**config.mk**
```make
export PLATFORM = sky130hd
export DESIGN_NAME = ac3_sync_frame_assembler_flat
export DESIGN_NICKNAME = d
export VERILOG_FILES = /design/src/design/ac3sf_pkg.sv /design/src/design/ac3sf_if.sv /design/src/design/ac3sf_parser.sv /design/src/design/ac3sf_emitter.sv /design/src/design/ac3_sync_frame_assembler.sv /design/src/flat_wrapper.sv
export SDC_FILE = /design/constraint.sdc
export NUM_CORES = 1
export LEC_CHECK = 0
export ABC_AREA = 1
export BUFFER_PORTS_ARGS = -buffer_cell sky130_fd_sc_hd__buf_2
export CORE_AREA = 2 2 134 136
export CTS_BUF_LIST = sky130_fd_sc_hd__clkbuf_8
export DETAILED_ROUTE_END_ITERATION = 7
export DIE_AREA = 0 0 136 138
export PLACE_DENSITY_LB_ADDON = 0.25
export RECOVER_POWER = 50
export SLEW_MARGIN = 20
export SYNTH_ARGS = -nofsm -noshare
export SYNTH_HDL_FRONTEND = slang
export SYNTH_HIERARCHICAL = 1
export SYNTH_SLANG_ARGS = --single-unit
```
**constraint.sdc**
```tcl
create_clock -name i_clk -period 4.3 [get_ports i_clk]
set_input_delay 0.215 -clock i_clk [delete_from_list [all_inputs] [get_ports i_clk]]
set_output_delay 0.215 -clock i_clk [all_outputs]
set_load 0.05 [all_outputs]
```
**src/design/ac3sf_pkg.sv**
```systemverilog
// Package for the AC-3 sync frame assembler.
// Holds the burst and result types, the sync constants and the frame length table.
// No dependencies.
package ac3sf_pkg;

    localparam logic [15:0] C_SYNC_WORD  = 16'h0b77;
    localparam logic [15:0] C_SYNC_IDLE  = 16'hffff;
    localparam logic [7:0]  C_SYNC_HI    = 8'h0b;
    localparam logic [7:0]  C_SYNC_LO    = 8'h77;
    localparam logic [7:0]  C_BSID_LIMIT = 8'h60;
    localparam logic [5:0]  C_CODE_LIMIT = 6'd38;
    localparam logic [1:0]  C_FS_48K     = 2'd0;
    localparam logic [1:0]  C_FS_44K     = 2'd1;
    localparam logic [1:0]  C_FS_32K     = 2'd2;
    localparam logic [2:0]  C_HDR_BYTES  = 3'd6;

    typedef struct packed {
        logic             emit;
        logic             hdr;
        logic             last;
        logic [11:0]      len;
        logic [5:0][7:0]  bytes;
    } t_burst;

    typedef struct packed {
        logic [7:0]  out_byte;
        logic        frame_first;
        logic        frame_last;
        logic [11:0] frame_bytes;
        logic        run_end;
    } t_result;

    function automatic logic [9:0] kbps(input logic [4:0] idx);
        logic [9:0] r;
        case (idx)
            5'd0:    r = 10'd32;
            5'd1:    r = 10'd40;
            5'd2:    r = 10'd48;
            5'd3:    r = 10'd56;
            5'd4:    r = 10'd64;
            5'd5:    r = 10'd80;
            5'd6:    r = 10'd96;
            5'd7:    r = 10'd112;
            5'd8:    r = 10'd128;
            5'd9:    r = 10'd160;
            5'd10:   r = 10'd192;
            5'd11:   r = 10'd224;
            5'd12:   r = 10'd256;
            5'd13:   r = 10'd320;
            5'd14:   r = 10'd384;
            5'd15:   r = 10'd448;
            5'd16:   r = 10'd512;
            5'd17:   r = 10'd576;
            5'd18:   r = 10'd640;
            default: r = 10'd0;
        endcase
        return r;
    endfunction

    // Words per frame at 44.1 kHz before the padding word: floor(320 * kbps / 147).
    function automatic logic [10:0] words_44k(input logic [4:0] idx);
        logic [10:0] w;
        case (idx)
            5'd0:    w = 11'd69;
            5'd1:    w = 11'd87;
            5'd2:    w = 11'd104;
            5'd3:    w = 11'd121;
            5'd4:    w = 11'd139;
            5'd5:    w = 11'd174;
            5'd6:    w = 11'd208;
            5'd7:    w = 11'd243;
            5'd8:    w = 11'd278;
            5'd9:    w = 11'd348;
            5'd10:   w = 11'd417;
            5'd11:   w = 11'd487;
            5'd12:   w = 11'd557;
            5'd13:   w = 11'd696;
            5'd14:   w = 11'd835;
            5'd15:   w = 11'd975;
            5'd16:   w = 11'd1114;
            5'd17:   w = 11'd1253;
            5'd18:   w = 11'd1393;
            default: w = 11'd0;
        endcase
        return w;
    endfunction

    // Frame length in bytes; zero marks an invalid header.
    function automatic logic [11:0] frame_len(input logic [7:0] b4, input logic [7:0] b5);
        logic [5:0]  code;
        logic [9:0]  rate;
        logic [11:0] len;
        code = b4[5:0];
        rate = kbps(code[5:1]);
        if (b5 >= C_BSID_LIMIT || code >= C_CODE_LIMIT) begin
            len = 12'd0;
        end else begin
            case (b4[7:6])
                C_FS_48K: len = {rate, 2'b00};
                C_FS_44K: len = {words_44k(code[5:1]) + {10'd0, code[0]}, 1'b0};
                C_FS_32K: len = {rate, 2'b00} + {1'b0, rate, 1'b0};
                default:  len = 12'd0;
            endcase
        end
        return len;
    endfunction

endpackage

```
**src/design/ac3sf_if.sv**
```systemverilog
// Stream channels of the AC-3 sync frame assembler.
// Input byte channel and result channel; depends on nothing.
interface ac3sf_in_if;
    logic       valid;
    logic       ready;
    logic [7:0] in_byte;

    modport source (output valid, output in_byte, input ready);
    modport sink   (input valid, input in_byte, output ready);
endinterface

interface ac3sf_out_if;
    logic        valid;
    logic        ready;
    logic [7:0]  out_byte;
    logic        frame_first;
    logic        frame_last;
    logic [11:0] frame_bytes;
    logic        run_end;

    modport source (output valid, output out_byte, output frame_first, output frame_last,
                    output frame_bytes, output run_end, input ready);
    modport sink   (input valid, input out_byte, input frame_first, input frame_last,
                    input frame_bytes, input run_end, output ready);
endinterface

```
**src/design/ac3sf_parser.sv**
```systemverilog
// Sync hunt, header check and frame body tracking for the AC-3 sync frame assembler.
// Uses ac3sf_pkg for the burst type, sync constants and frame length table.
module ac3sf_parser (
    input  logic              i_clk,
    input  logic              i_rst_n,
    input  logic              i_accept,
    input  logic [7:0]        i_byte,
    output ac3sf_pkg::t_burst o_burst
);

    localparam logic [1:0] PH_HUNT = 2'd0;
    localparam logic [1:0] PH_HDR  = 2'd1;
    localparam logic [1:0] PH_BODY = 2'd2;

    logic [15:0] r_sync, n_sync;
    logic [1:0]  r_phase, n_phase;
    logic [11:0] r_pos, n_pos;
    logic [11:0] r_flen, n_flen;
    logic [23:0] r_hold, n_hold;
    logic [11:0] hdr_len;
    logic        body_last;

    assign hdr_len   = ac3sf_pkg::frame_len(r_hold[7:0], i_byte);
    assign body_last = ({1'b0, r_pos} + 13'd1) >= {1'b0, r_flen};

    always_comb begin
        n_sync  = r_sync;
        n_phase = r_phase;
        n_pos   = r_pos;
        n_flen  = r_flen;
        n_hold  = r_hold;
        o_burst = '0;
        o_burst.len = r_flen;
        o_burst.bytes[0] = i_byte;
        case (r_phase)
            PH_HDR: begin
                if (r_pos < 12'd3) begin
                    n_hold = {r_hold[15:0], i_byte};
                    n_pos  = r_pos + 12'd1;
                end else if (hdr_len == 12'd0) begin
                    n_phase = PH_HUNT;
                    n_pos   = 12'd0;
                    n_sync  = ac3sf_pkg::C_SYNC_IDLE;
                end else begin
                    n_flen   = hdr_len;
                    n_phase  = PH_BODY;
                    n_pos    = {9'd0, ac3sf_pkg::C_HDR_BYTES};
                    o_burst.emit = 1'b1;
                    o_burst.hdr  = 1'b1;
                    o_burst.len  = hdr_len;
                    o_burst.bytes = {i_byte, r_hold[7:0], r_hold[15:8], r_hold[23:16],
                                     ac3sf_pkg::C_SYNC_LO, ac3sf_pkg::C_SYNC_HI};
                end
            end
            PH_BODY: begin
                o_burst.emit = 1'b1;
                o_burst.last = body_last;
                if (body_last) begin
                    n_phase = PH_HUNT;
                    n_pos   = 12'd0;
                    n_sync  = ac3sf_pkg::C_SYNC_IDLE;
                end else begin
                    n_pos = r_pos + 12'd1;
                end
            end
            default: begin
                n_phase = PH_HUNT;
                n_sync  = {r_sync[7:0], i_byte};
                if (n_sync == ac3sf_pkg::C_SYNC_WORD) begin
                    n_phase = PH_HDR;
                    n_pos   = 12'd0;
                    n_hold  = 24'd0;
                end
            end
        endcase
    end

    always_ff @(posedge i_clk) begin
        if (!i_rst_n) begin
            r_sync  <= ac3sf_pkg::C_SYNC_IDLE;
            r_phase <= PH_HUNT;
            r_pos   <= 12'd0;
            r_flen  <= 12'd0;
            r_hold  <= 24'd0;
        end else if (i_accept) begin
            r_sync  <= n_sync;
            r_phase <= n_phase;
            r_pos   <= n_pos;
            r_flen  <= n_flen;
            r_hold  <= n_hold;
        end
    end

endmodule

```
**src/design/ac3sf_emitter.sv**
```systemverilog
// Result register of the AC-3 sync frame assembler: holds a header burst or one body byte
// and hands it out one word per cycle while ready. Uses ac3sf_pkg for burst and result types.
module ac3sf_emitter (
    input  logic               i_clk,
    input  logic               i_rst_n,
    input  logic               i_load,
    input  ac3sf_pkg::t_burst  i_burst,
    input  logic               i_ready,
    output logic               o_valid,
    output logic               o_can_load,
    output ac3sf_pkg::t_result o_res
);

    logic [2:0]      r_cnt;
    logic            r_hdr;
    logic            r_last;
    logic [11:0]     r_len;
    logic [5:0][7:0] r_bytes;
    logic            take;
    logic            fill;

    assign o_valid    = r_cnt != 3'd0;
    assign take       = o_valid && i_ready;
    assign o_can_load = (r_cnt == 3'd0) || (r_cnt == 3'd1 && i_ready);
    assign fill       = i_load && i_burst.emit;

    assign o_res.out_byte    = r_bytes[0];
    assign o_res.frame_first = r_hdr && (r_cnt == ac3sf_pkg::C_HDR_BYTES);
    assign o_res.frame_last  = r_last && (r_cnt == 3'd1);
    assign o_res.frame_bytes = r_len;
    assign o_res.run_end     = r_cnt == 3'd1;

    always_ff @(posedge i_clk) begin
        if (!i_rst_n) begin
            r_cnt <= 3'd0;
        end else if (fill) begin
            r_cnt <= i_burst.hdr ? ac3sf_pkg::C_HDR_BYTES : 3'd1;
        end else if (take) begin
            r_cnt <= r_cnt - 3'd1;
        end
    end

    always_ff @(posedge i_clk) begin
        if (fill) begin
            r_hdr   <= i_burst.hdr;
            r_last  <= i_burst.last;
            r_len   <= i_burst.len;
            r_bytes <= i_burst.bytes;
        end else if (take) begin
            r_bytes <= {8'h00, r_bytes[5:1]};
        end
    end

endmodule

```
**src/design/ac3_sync_frame_assembler.sv**
```systemverilog
// AC-3 sync frame assembler: hunts the 0x0B77 sync word, checks the header, streams frames.
// Latency: a body byte appears on the output the cycle after it is accepted.
// Throughput: one byte per cycle while the output is ready; a valid header gives a six-word
// burst that holds the input until its last word is taken. Synchronous active-low reset
// restarts the sync hunt. Depends on ac3sf_pkg, ac3sf_if, ac3sf_parser and ac3sf_emitter.
module ac3_sync_frame_assembler (
    input  logic        i_clk,
    input  logic        i_rst_n,
    ac3sf_in_if.sink    i_in,
    ac3sf_out_if.source o_out
);

    ac3sf_pkg::t_burst  burst;
    ac3sf_pkg::t_result res;
    logic               accept;
    logic               can_load;

    assign i_in.ready = can_load;
    assign accept     = i_in.valid && can_load;

    ac3sf_parser u_parser (
        .i_clk    (i_clk),
        .i_rst_n  (i_rst_n),
        .i_accept (accept),
        .i_byte   (i_in.in_byte),
        .o_burst  (burst)
    );

    ac3sf_emitter u_emitter (
        .i_clk      (i_clk),
        .i_rst_n    (i_rst_n),
        .i_load     (accept),
        .i_burst    (burst),
        .i_ready    (o_out.ready),
        .o_valid    (o_out.valid),
        .o_can_load (can_load),
        .o_res      (res)
    );

    assign o_out.out_byte    = res.out_byte;
    assign o_out.frame_first = res.frame_first;
    assign o_out.frame_last  = res.frame_last;
    assign o_out.frame_bytes = res.frame_bytes;
    assign o_out.run_end     = res.run_end;

endmodule
```
**src/flat_wrapper.sv**
```systemverilog
// flat-port wrapper written by rule: the top's interface ports become plain ports
module ac3_sync_frame_assembler_flat 
  (i_clk, i_rst_n, i_in_valid, i_in_in_byte, i_in_ready, o_out_valid, o_out_out_byte, o_out_frame_first, o_out_frame_last, o_out_frame_bytes, o_out_run_end, o_out_ready);
  ac3sf_in_if i_in_i ();
  ac3sf_out_if o_out_i ();
  input  logic i_clk;
  input  logic i_rst_n;
  input wire logic [$bits(i_in_i.valid)-1:0] i_in_valid;
  input wire logic [$bits(i_in_i.in_byte)-1:0] i_in_in_byte;
  output wire logic [$bits(i_in_i.ready)-1:0] i_in_ready;
  output wire logic [$bits(o_out_i.valid)-1:0] o_out_valid;
  output wire logic [$bits(o_out_i.out_byte)-1:0] o_out_out_byte;
  output wire logic [$bits(o_out_i.frame_first)-1:0] o_out_frame_first;
  output wire logic [$bits(o_out_i.frame_last)-1:0] o_out_frame_last;
  output wire logic [$bits(o_out_i.frame_bytes)-1:0] o_out_frame_bytes;
  output wire logic [$bits(o_out_i.run_end)-1:0] o_out_run_end;
  input wire logic [$bits(o_out_i.ready)-1:0] o_out_ready;
  assign i_in_i.valid = i_in_valid;
  assign i_in_i.in_byte = i_in_in_byte;
  assign i_in_ready = i_in_i.ready;
  assign o_out_valid = o_out_i.valid;
  assign o_out_out_byte = o_out_i.out_byte;
  assign o_out_frame_first = o_out_i.frame_first;
  assign o_out_frame_last = o_out_i.frame_last;
  assign o_out_frame_bytes = o_out_i.frame_bytes;
  assign o_out_run_end = o_out_i.run_end;
  assign o_out_i.ready = o_out_ready;
  ac3_sync_frame_assembler u_core (.i_clk(i_clk), .i_rst_n(i_rst_n), .i_in(i_in_i), .o_out(o_out_i));
endmodule
```
### Yosys cells after proc, flatten, opt, wreduce, memory -nomap -nowiden

Memories as Yosys holds them, arrays and structs flattened. A register that Yosys moved wholly into a read port is not among the register bits.
Index checks and enable logic that the tools add are counted.

| word-level totals | value |
|---|---|
| memories | 2 |
| word-level logic and storage cells | 97 |
| output and inout port bits | 25 |
| bits in read-only memories | 576 |
| register bits after elaboration | 123 |
| input bits | 12 |

| operators by class | value |
|---|---|
| equal/unequal tests | 11 |
| bitwise operators | 3 |
| reduce and logical (&&, ||, !) cells | 20 |
| add/subtract/negate cells | 5 |
| multiplexer cells | 37 |
| order comparisons | 4 |

Memories:

| name | words | width | read ports | clocked after Yosys merged registers in | wr ports | RTL line | RTL |
|---|---|---|---|---|---|---|---|
| (no name shown) | 32 | 11 | 1 | 1 | 0 | ac3sf_pkg.sv:63 | `case (idx)` |
| (no name shown) | 32 | 7 | 1 | 1 | 0 | ac3sf_pkg.sv:35 | `case (idx)` |

Operators by type and width:

| operator | count |
|---|---|
| $mux W60 | 3 |
| $mux W48 | 2 |
| $mux W12 | 4 |
| $mux W24 | 2 |
| $pmux W24 S2 | 1 |
| $pmux W12 S3 | 1 |
| $mux W8 | 3 |
| $pmux W12 S2 | 1 |
| $mux W11 | 2 |
| $mux W5 | 4 |
| $eq A16 B12 Y1 const B | 1 |
| $pmux W8 S2 | 1 |
| $add A12 B1 Y13 const B | 1 |
| $ge A13 B12 Y1 | 1 |
| $add A12 B1 Y12 const B | 1 |
| $add A12 B11 Y12 | 1 |
| $logic_not A12 Y1 | 1 |
| $lt A12 B2 Y1 const B | 1 |
| $mux W3 | 4 |
| $reduce_and A4 Y1 | 3 |
| $add A11 B1 Y11 | 1 |
| $mux W2 | 5 |
| $ge A8 B7 Y1 const B | 1 |
| $ne A2 B2 Y1 const B | 4 |
| other kinds (18) | 31 |

### Logic depth before layout (Yosys ltp)

Gate-level depths: netlist (run 1).

| depth | value |
|---|---|
| word-level depth | 12 |
| depth in mapped cells | 22 |
| gate-level depth less buffers | 22 |

### Cells and area by module

Netlist (run 1), hierarchy kept.

By module, submodules not included:

| module | cells each | seq. area each (um^2) | instances | area an instance (um^2) |
|---|---|---|---|---|
| ac3sf_parser | 774 | 1441.4 | 1 | 4908.5 |
| ac3sf_emitter | 260 | 1921.8 | 1 | 2770.2 |
| ac3_sync_frame_assembler | 2 | 0.0 | 1 | 7.5 |

### Worst setup path before layout (run 1)

Ideal clock, no wire load.

| timing | value |
|---|---|
| path kind | reg2reg |
| start point | register (tool-made name) |
| end point | register u_core.u_emitter.r_bytes, in the netlist u_core/u_emitter/o_res[15] (enable) |
| path buffers | 1 |
| library setup time | 407 ps |
| stages on the path, launching flop included | 18 |
| slack | 600 ps |
| arrival | 3293 ps |
| period minus slack after synthesis | 3700 ps |
| required time | 3893 ps |
| cells stage by stage | dfxtp_1 > ha_1 > inv_1 > fa_1 > inv_1 > nand3_1 > nand4_1 > nand2_1 > nor2_1 > nor2_1 > nor2_2 > nor2_2 > nand2_8 > nand2_4 > buf_4 > a21oi_1 > nand2_4 > nand2_1 |

RTL lines:

| item | RTL line | RTL |
|---|---|---|
| to (signal assigned) | ac3sf_emitter.sv:48 | `r_bytes <= i_burst.bytes;` |
| to (signal assigned) | ac3sf_emitter.sv:50 | `r_bytes <= {8'h00, r_bytes[5:1]};` |
| to (decl) | ac3sf_emitter.sv:18 | `logic [5:0][7:0] r_bytes;` |

==> impl_metrics.env, run 1 <==
export IMPL_cp_arrival_ns=4.00
export IMPL_critPathCaptureType="flop"
export IMPL_period_needed_ns=3.64
export IMPL_dpl_instance_area_um2=7920
export IMPL_layout_drive_gt1_share=0.0836
export IMPL_synthTopCellsByArea="edfxtp_1 (24%), dfxtp_1 (20%), nand2_1 (18%), inv_1 (5.7%), ha_1 (5.2%)"
export IMPL_p_seq_frac=0.500
export IMPL_synth_edff_count=62
export IMPL_io_pin_count=37
export IMPL_switching_share=0.297
export IMPL_yosysSeqAreaShare=0.438
export IMPL_p_int_mw=2.26
export IMPL_diodes=0
export IMPL_fill_cells=1826
export IMPL_grt_max_degree=53
export IMPL_r2r_end="u_core/u_emitter/r_cnt[1]$_SDFFE_PN0P_"
export IMPL_tns_ns=0
export IMPL_post_cts_buffers=0
export IMPL_cp_max_fo=52
export IMPL_post_cts_resized=0
export IMPL_hold_end="u_core/u_parser/r_hold[0]$_SDFFE_PN0N_"
export IMPL_p_sw_mw=0.956
export IMPL_cts_sinks=137
export IMPL_num_rows=49
export IMPL_port_buffers=36
export IMPL_rsz0062_at_grt="false"
export IMPL_cts_clk_slew_worst_paths_ns=0.08
export IMPL_dr_total_vias=6298
export IMPL_syn_inst=1036
export IMPL_drtAntennaViolNets=0
export IMPL_finish_instance_area_um2=8210
export IMPL_cts_tree="yes"
export IMPL_synth_cell_area_um2=7690
export IMPL_drc=0
export IMPL_gr_usage_met2=0.289
export IMPL_die_w_um=136
export IMPL_report_final_setup_viol=0
export IMPL_gp_congestion=0.842
export IMPL_start_util=0.438
export IMPL_fin_skew_ns=0.0134
export IMPL_first_iter_violations=516
export IMPL_dieHeight_um=138
export IMPL_finalHoldViolations=0
export IMPL_hold_start="i_in_in_byte[0]"
export IMPL_ys_top_cells_by_count="nand2_1 (360), inv_1 (117), nor2_1 (97)"
export IMPL_cellLeakagePower_nw=3.69
export IMPL_antenna_found_initial=0
export IMPL_report_final_slew_viol_count=0
export IMPL_worstSetupPathType="flop to flop"
export IMPL_finalCritPeriodShare=0.847
export IMPL_finish_net_count=1096
export IMPL_slew_headroom=0.447
export IMPL_r2r_slack_ns=0.66
export IMPL_fp_coreArea_um2=17500
export IMPL_wl_per_cell_um=13.2
export IMPL_whs_path_depth=3
export IMPL_critical_path_required_ns=4.65
export IMPL_clk_latency_ns=0.46
export IMPL_synth_main_ff_cell="dfxtp_1"
export IMPL_p_total_mw=3.22
export IMPL_netlist_area_leader_share=0.242
export IMPL_yosys_warnings=6
export IMPL_ys_types=42
export IMPL_power_frac_comb=0.180
export IMPL_area_delta_synth_final_pct=6.77
export IMPL_hold_buffers=0
export IMPL_clockRootBuffer="clkbuf_8"
export IMPL_synth_avg_cell_area_um2=7.42
export IMPL_grt_busiest_layer="met2"
export IMPL_synth_async_reset_ratio=0
export IMPL_synth_most_common_cell="nand2_1"
export IMPL_gr_usage_met3=0.0385
export IMPL_ys_ff_latch=137
export IMPL_max_freq_mhz=275
export IMPL_worst_pin_slew_ns=0.827
export IMPL_clkPwrFrac=0.321
export IMPL_dr_pass1_iters=5
export IMPL_die_area_um2=18800
export IMPL_grt_usage=0.193
export IMPL_grt_pass1_vias=5848
export IMPL_yosysTopAreaCell="edfxtp_1"
export IMPL_viasPerCell=4.87
export IMPL_drt_total_wl_um=17000
export IMPL_htreeDepth=4
export IMPL_maxCapViolCount=0
export IMPL_worstHoldPathType="primary input to flop"
export IMPL_p_per_area_nw_per_um2=392
export IMPL_outcome="completed"
export IMPL_hpwl_um=11900
export IMPL_cts_buffers=17
export IMPL_rr_worst_depth=20
export IMPL_grtUsageMet1=0.273
export IMPL_start_kind="flop"
export IMPL_overflow=0
export IMPL_cts_buffer_depth=2
export IMPL_grt_pass1_wl_um=28500
export IMPL_ir_worst_vdd_mv=0.238
[kinds of logic (layout without fill, tap and decap cells)]
family	count (synthesis)	in the layout	synth area share
simple gates	567	567	0.314
buf+inv	191	216	0.111
flops	137	137	0.438
compound gates	98	98	0.0726
fa+ha+maj	33	33	0.0547
xor+xnor	9	9	0.0103
other cells	1	4	0.000488
[how the worst max path moves through the flow]
stage	slack [ns]	endpoint	startpoint	cells past startpoint
global placement	0.93	u_core/u_parser/r_sync[3]$_SDFFE_PN1P_	u_core/u_parser/r_pos[0]$_SDFFE_PN0P_	15
finish	0.66	u_core/u_emitter/r_cnt[1]$_SDFFE_PN0P_	flop	20
CTS	0.89	u_core/u_emitter/r_bytes[42]$_SDFFCE_PN0P_	flop	17
global route	0.26	u_core/u_emitter/r_cnt[1]$_SDFFE_PN0P_	flop	20
floorplan	0.60	u_core/u_emitter/o_res[15]$_DFFE_PP_	flop	17
detailed placement	0.93	u_core/u_emitter/r_bytes[43]$_SDFFCE_PN0P_	flop	17
[metrics by stage]
step	hold WS (ns)	cells	util	setup WS (ns)
3_3_place_gp	0.440	1261	0.452	0.930
6_report	0.0536	1293	0.468	0.658
2_1_floorplan	0.336	1039	-	0.600
3_5_place_dp	0.443	1261	0.452	0.931
5_1_grt	0.0325	1293	0.468	0.264
4_1_cts	0.0146	1293	0.474	0.891
[worst max-delay path, stage by stage (launching register included)]
cell and delay (ns):
dfxtp_1 0.39, ha_1 0.20, inv_1 0.06, fa_1 0.35, inv_1 0.11, nand2_1 0.10, nand2_1 0.06, nand2_1 0.04
nand3_1 0.06, nand3_1 0.09, nand2_1 0.09, nand2_1 0.06, nor2_1 0.28, nand2_8 0.09, nand2_1 0.09, buf_4 0.47
inv_1 0.43, nand3_1 0.27, o21ai_0 0.11, nor2_1 0.11, nor2_1 0.05
[cells in the final DEF, fill, tap and decap left out, types with 2 or more instances in the layout]
master / synthesis / final
nand2_1: 360 / 362
inv_1: 117 / 124
nor2_1: 97 / 101
dfxtp_1: 75 / 75
edfxtp_1: 62 / 62
nand3_1: 58 / 60
a21oi_1: 43 / 44
ha_1: 32 / 32
clkbuf_1: 8 / 26
o21ai_0: 11 / 22
clkbuf_8: 0 / 20
inv_2: 23 / 16
o21ai_1: 23 / 13
buf_2: 12 / 11
nand4_1: 9 / 10
xor2_1: 9 / 9
nand2_2: 9 / 8
clkinv_1: 1 / 6
nor2_2: 10 / 6
nor3_1: 4 / 4
a21oi_2: 5 / 4
o22ai_1: 4 / 4
nand3b_1: 4 / 4
conb_1: 1 / 4
o211ai_1: 3 / 3
nor2_4: 3 / 3
o21bai_1: 3 / 3
buf_4: 26 / 3
clkinvlp_4: 0 / 2
bufinv_16: 0 / 2
clkinv_2: 0 / 2
nand2_4: 3 / 2
buf_12: 0 / 2
o21ai_2: 3 / 2
nand3_2: 3 / 2
[routing by layer]
layer	vias up	wire length, µm
li1	3270	-
met1	2868	8370
met2	127	7420
met3	33	797
met4	0	431
met5	-	0
[cell type report]
class                           instances  area (µm²)  share of cell area
Timing Repair Buffer                   43         220              0.0268
Inverter                              141         529              0.0645
Clock inverter                         12         113              0.0137
Sequential cell                       137        3360               0.410
Clock buffer                           20         275              0.0335
Tap cell                              229         287              0.0349
Multi-Input combinational cell        711        3420               0.417
[power by group through the flow]
stage | registers (mW) | clock network, mW | logic [mW]
finish | 1.61 | 1.03 | 0.578
global route | 1.62 | 1.12 | 0.651
CTS | 1.61 | 1.06 | 0.596
detailed placement | 1.64 | 0 | 0.595
global placement | 1.64 | 0 | 0.588
floorplan | 1.64 | 0 | 0.479
Note: power is estimated with default switching activity, not from simulation.
==> run 2: changes to the inputs <==
==> constraint.sdc (replaced) <==
create_clock -name i_clk -period 3.5 [get_ports i_clk]
set_input_delay 0.175 -clock i_clk [delete_from_list [all_inputs] [get_ports i_clk]]
set_output_delay 0.175 -clock i_clk [all_outputs]
set_load 0.05 [all_outputs]
==> impl_metrics.env, run 2 (same netlist as run 1, synthesis figures left out) <==
export IMPL_start_util=0.438
export IMPL_post_cts_buffers=0
export IMPL_finalCritPeriodShare=0.900
export IMPL_seqCellArea_um2=3360
export IMPL_grt_pass1_vias=5608
export IMPL_placed_cells=1266
export IMPL_worstHoldPathType="primary input to flop"
export IMPL_grt_usage=0.188
export IMPL_cp_max_fo=9
export IMPL_worst_path_stages=15
export IMPL_area_delta_synth_final_pct=8.12
export IMPL_clockRootBuffer="clkbuf_8"
export IMPL_diodes=0
export IMPL_cts_clk_slew_worst_paths_ns=0.08
export IMPL_max_stage_delay_ns=0.42
export IMPL_clk_latency_ns=0.45
export IMPL_crit_family="simple AND/OR/NAND/NOR gates"
export IMPL_cts_buffer_depth=2
export IMPL_fin_skew_ns=0.00916
export IMPL_worstSetupPathType="flop to flop"
export IMPL_mostFrequentLayoutCells="nand2_1 (362), inv_1 (121), nor2_1 (98)"
export IMPL_num_rows=49
export IMPL_ir_worst_vdd_mv=0.316
export IMPL_cp_num_buf_inv=1
export IMPL_die_area_um2=18800
export IMPL_die_w_um=136
export IMPL_final_common_cell="nand2_1"
export IMPL_hpwl_um=12100
export IMPL_outcome="completed"
export IMPL_layout_drive_gt1_share=0.0962
export IMPL_multi_input_area_um2=3460
export IMPL_grt_pass1_wl_um=28000
export IMPL_whs_path_depth=3
export IMPL_max_freq_mhz=317
export IMPL_cellLeakagePower_nw=3.73
export IMPL_maxCapViolCount=0
export IMPL_fill_cells=1827
export IMPL_first_iter_violations=546
export IMPL_p_per_area_nw_per_um2=480
export IMPL_cts_tree="yes"
export IMPL_worst_pin_slew_ns=1.02
export IMPL_path_cells="nand3_1 > nor3_1 > nand3_1 > nor4_1 > xor2_1 > ha_1 > nand2_1 > nor2_2 > nand3_1 > nand4_2 > nand2_1 > nor2_2 > buf_4 > nand3b_1 > a21oi_1"
export IMPL_port_buffers=36
export IMPL_start_kind="flop"
export IMPL_report_final_setup_viol=0
export IMPL_viasPerCell=4.79
export IMPL_fp_coreArea_um2=17500
export IMPL_finish_net_count=1103
export IMPL_tns_ns=0
export IMPL_slew_headroom=0.322
export IMPL_antenna_found_initial=0
export IMPL_dieHeight_um=138
export IMPL_rsz0062_at_grt="false"
export IMPL_cts_sinks=137
export IMPL_drtAntennaViolNets=0
export IMPL_io_pin_count=37
export IMPL_drc=0
export IMPL_cp_slowest_cell="dfxtp_1"
export IMPL_htreeDepth=4
export IMPL_grt_max_degree=49
export IMPL_fin_cells=1300
export IMPL_dr_pass1_iters=5
export IMPL_finalHoldViolations=0
export IMPL_period_needed_ns=3.15
export IMPL_dr_total_vias=6229
export IMPL_cp_arrival_ns=3.54
export IMPL_overflow=0
export IMPL_report_final_slew_viol_count=0
export IMPL_cts_buffers=17
export IMPL_drt_total_wl_um=17100
export IMPL_rr_worst_depth=15
export IMPL_gp_congestion=0.864
export IMPL_wl_per_cell_um=13.2
export IMPL_critical_path_required_ns=3.88
export IMPL_critPathCaptureType="flop"
export IMPL_crit_top_cell="nand3_1"
==> run 2: cell count changes in the layout (fill, tap and decap cells not counted), moves of 3 or more <==
cell	delta
inv_2	-4
o21ai_1	+4
buf_4	+3
inv_1	-3
inv_6	+3
clkinv_4	+4
o21ai_0	-4
nor2_2	+3
nor2_1	-3
==> run 2: worst paths after layout <==
kind	startpoint	endpoint	slack, ns
worst min register to register	u_core/u_parser/r_sync[5]$_SDFFE_PN1P_	u_core/u_parser/r_sync[5]$_SDFFE_PN1P_	0.46
worst max register to register	u_core/u_parser/r_pos[0]$_SDFFE_PN0P_	u_core/u_parser/r_phase[0]$_SDFFE_PN0P_	0.35
worst max-delay path	u_core/u_parser/r_pos[0]$_SDFFE_PN0P_	u_core/u_parser/r_phase[0]$_SDFFE_PN0P_	0.35
worst min-delay path	i_in_in_byte[7]	u_core/u_parser/r_hold[7]$_SDFFE_PN0N_	0.05
==> run 2: layer usage <==
layer | wire [µm] | GRT usage | vias to the layer above | part of all wire
li1 | - | - | 3271 | -
met1 | 8600 | 0.280 | 2794 | 0.50
met2 | 7550 | 0.277 | 142 | 0.44
met3 | 689 | 0.0337 | 22 | 0.040
met4 | 275 | 0.0581 | 0 | 0.016
met5 | 0 | 0 | - | 0
==> run 2: worst reg2reg max path, delay by kind of cell (launching register included) <==
kind | cells | cell delay, ns
simple gates | 11 | 1.83
buf+inv | 1 | 0.20
compound gates | 1 | 0.13
xor+xnor | 1 | 0.17
fa+ha+maj | 1 | 0.35
flops | 1 | 0.42
==> run 2: area by class of cell <==
| type | count | area share |
|---|---|---|
| Inverter | 141 | 0.0637 |
| Sequential cell | 137 | 0.405 |
| Clock buffer | 18 | 0.0298 |
| Clock inverter | 14 | 0.0169 |
| Tap cell | 229 | 0.0345 |
| Timing Repair Buffer | 50 | 0.0339 |
| Multi-Input combinational cell | 711 | 0.417 |
==> run 2: timing repair <==
item	4_1_cts	5_1_grt
hold buffers	2	0
gates resized for setup	0	1
setup endpoints to repair	0	2
endpoints found under the hold margin	2	0
==> run 2: metrics by stage <==
stage / hold WS (ns) / util / instance area (µm²) / setup WS (ns) / power [mW]
final: 0.0484 / 0.474 / 8310 / 0.349 / 3.99
after global routing: 0.0356 / 0.474 / 8310 / 0.0470 / 4.18
after CTS: 0.0130 / 0.478 / 8380 / 0.317 / 4.05
after detailed placement: 0.444 / 0.455 / 7970 / 0.366 / 2.77
after global placement: 0.439 / 0.455 / 7970 / 0.377 / 2.76
after floorplan: 0.296 / - / 7700 / 0.260 / 2.60
==> run 2: power breakdown <==
group | internal [mW] | switching, mW
logic | 0.198 | 0.535
registers | 1.92 | 0.0568
clock network | 0.598 | 0.685
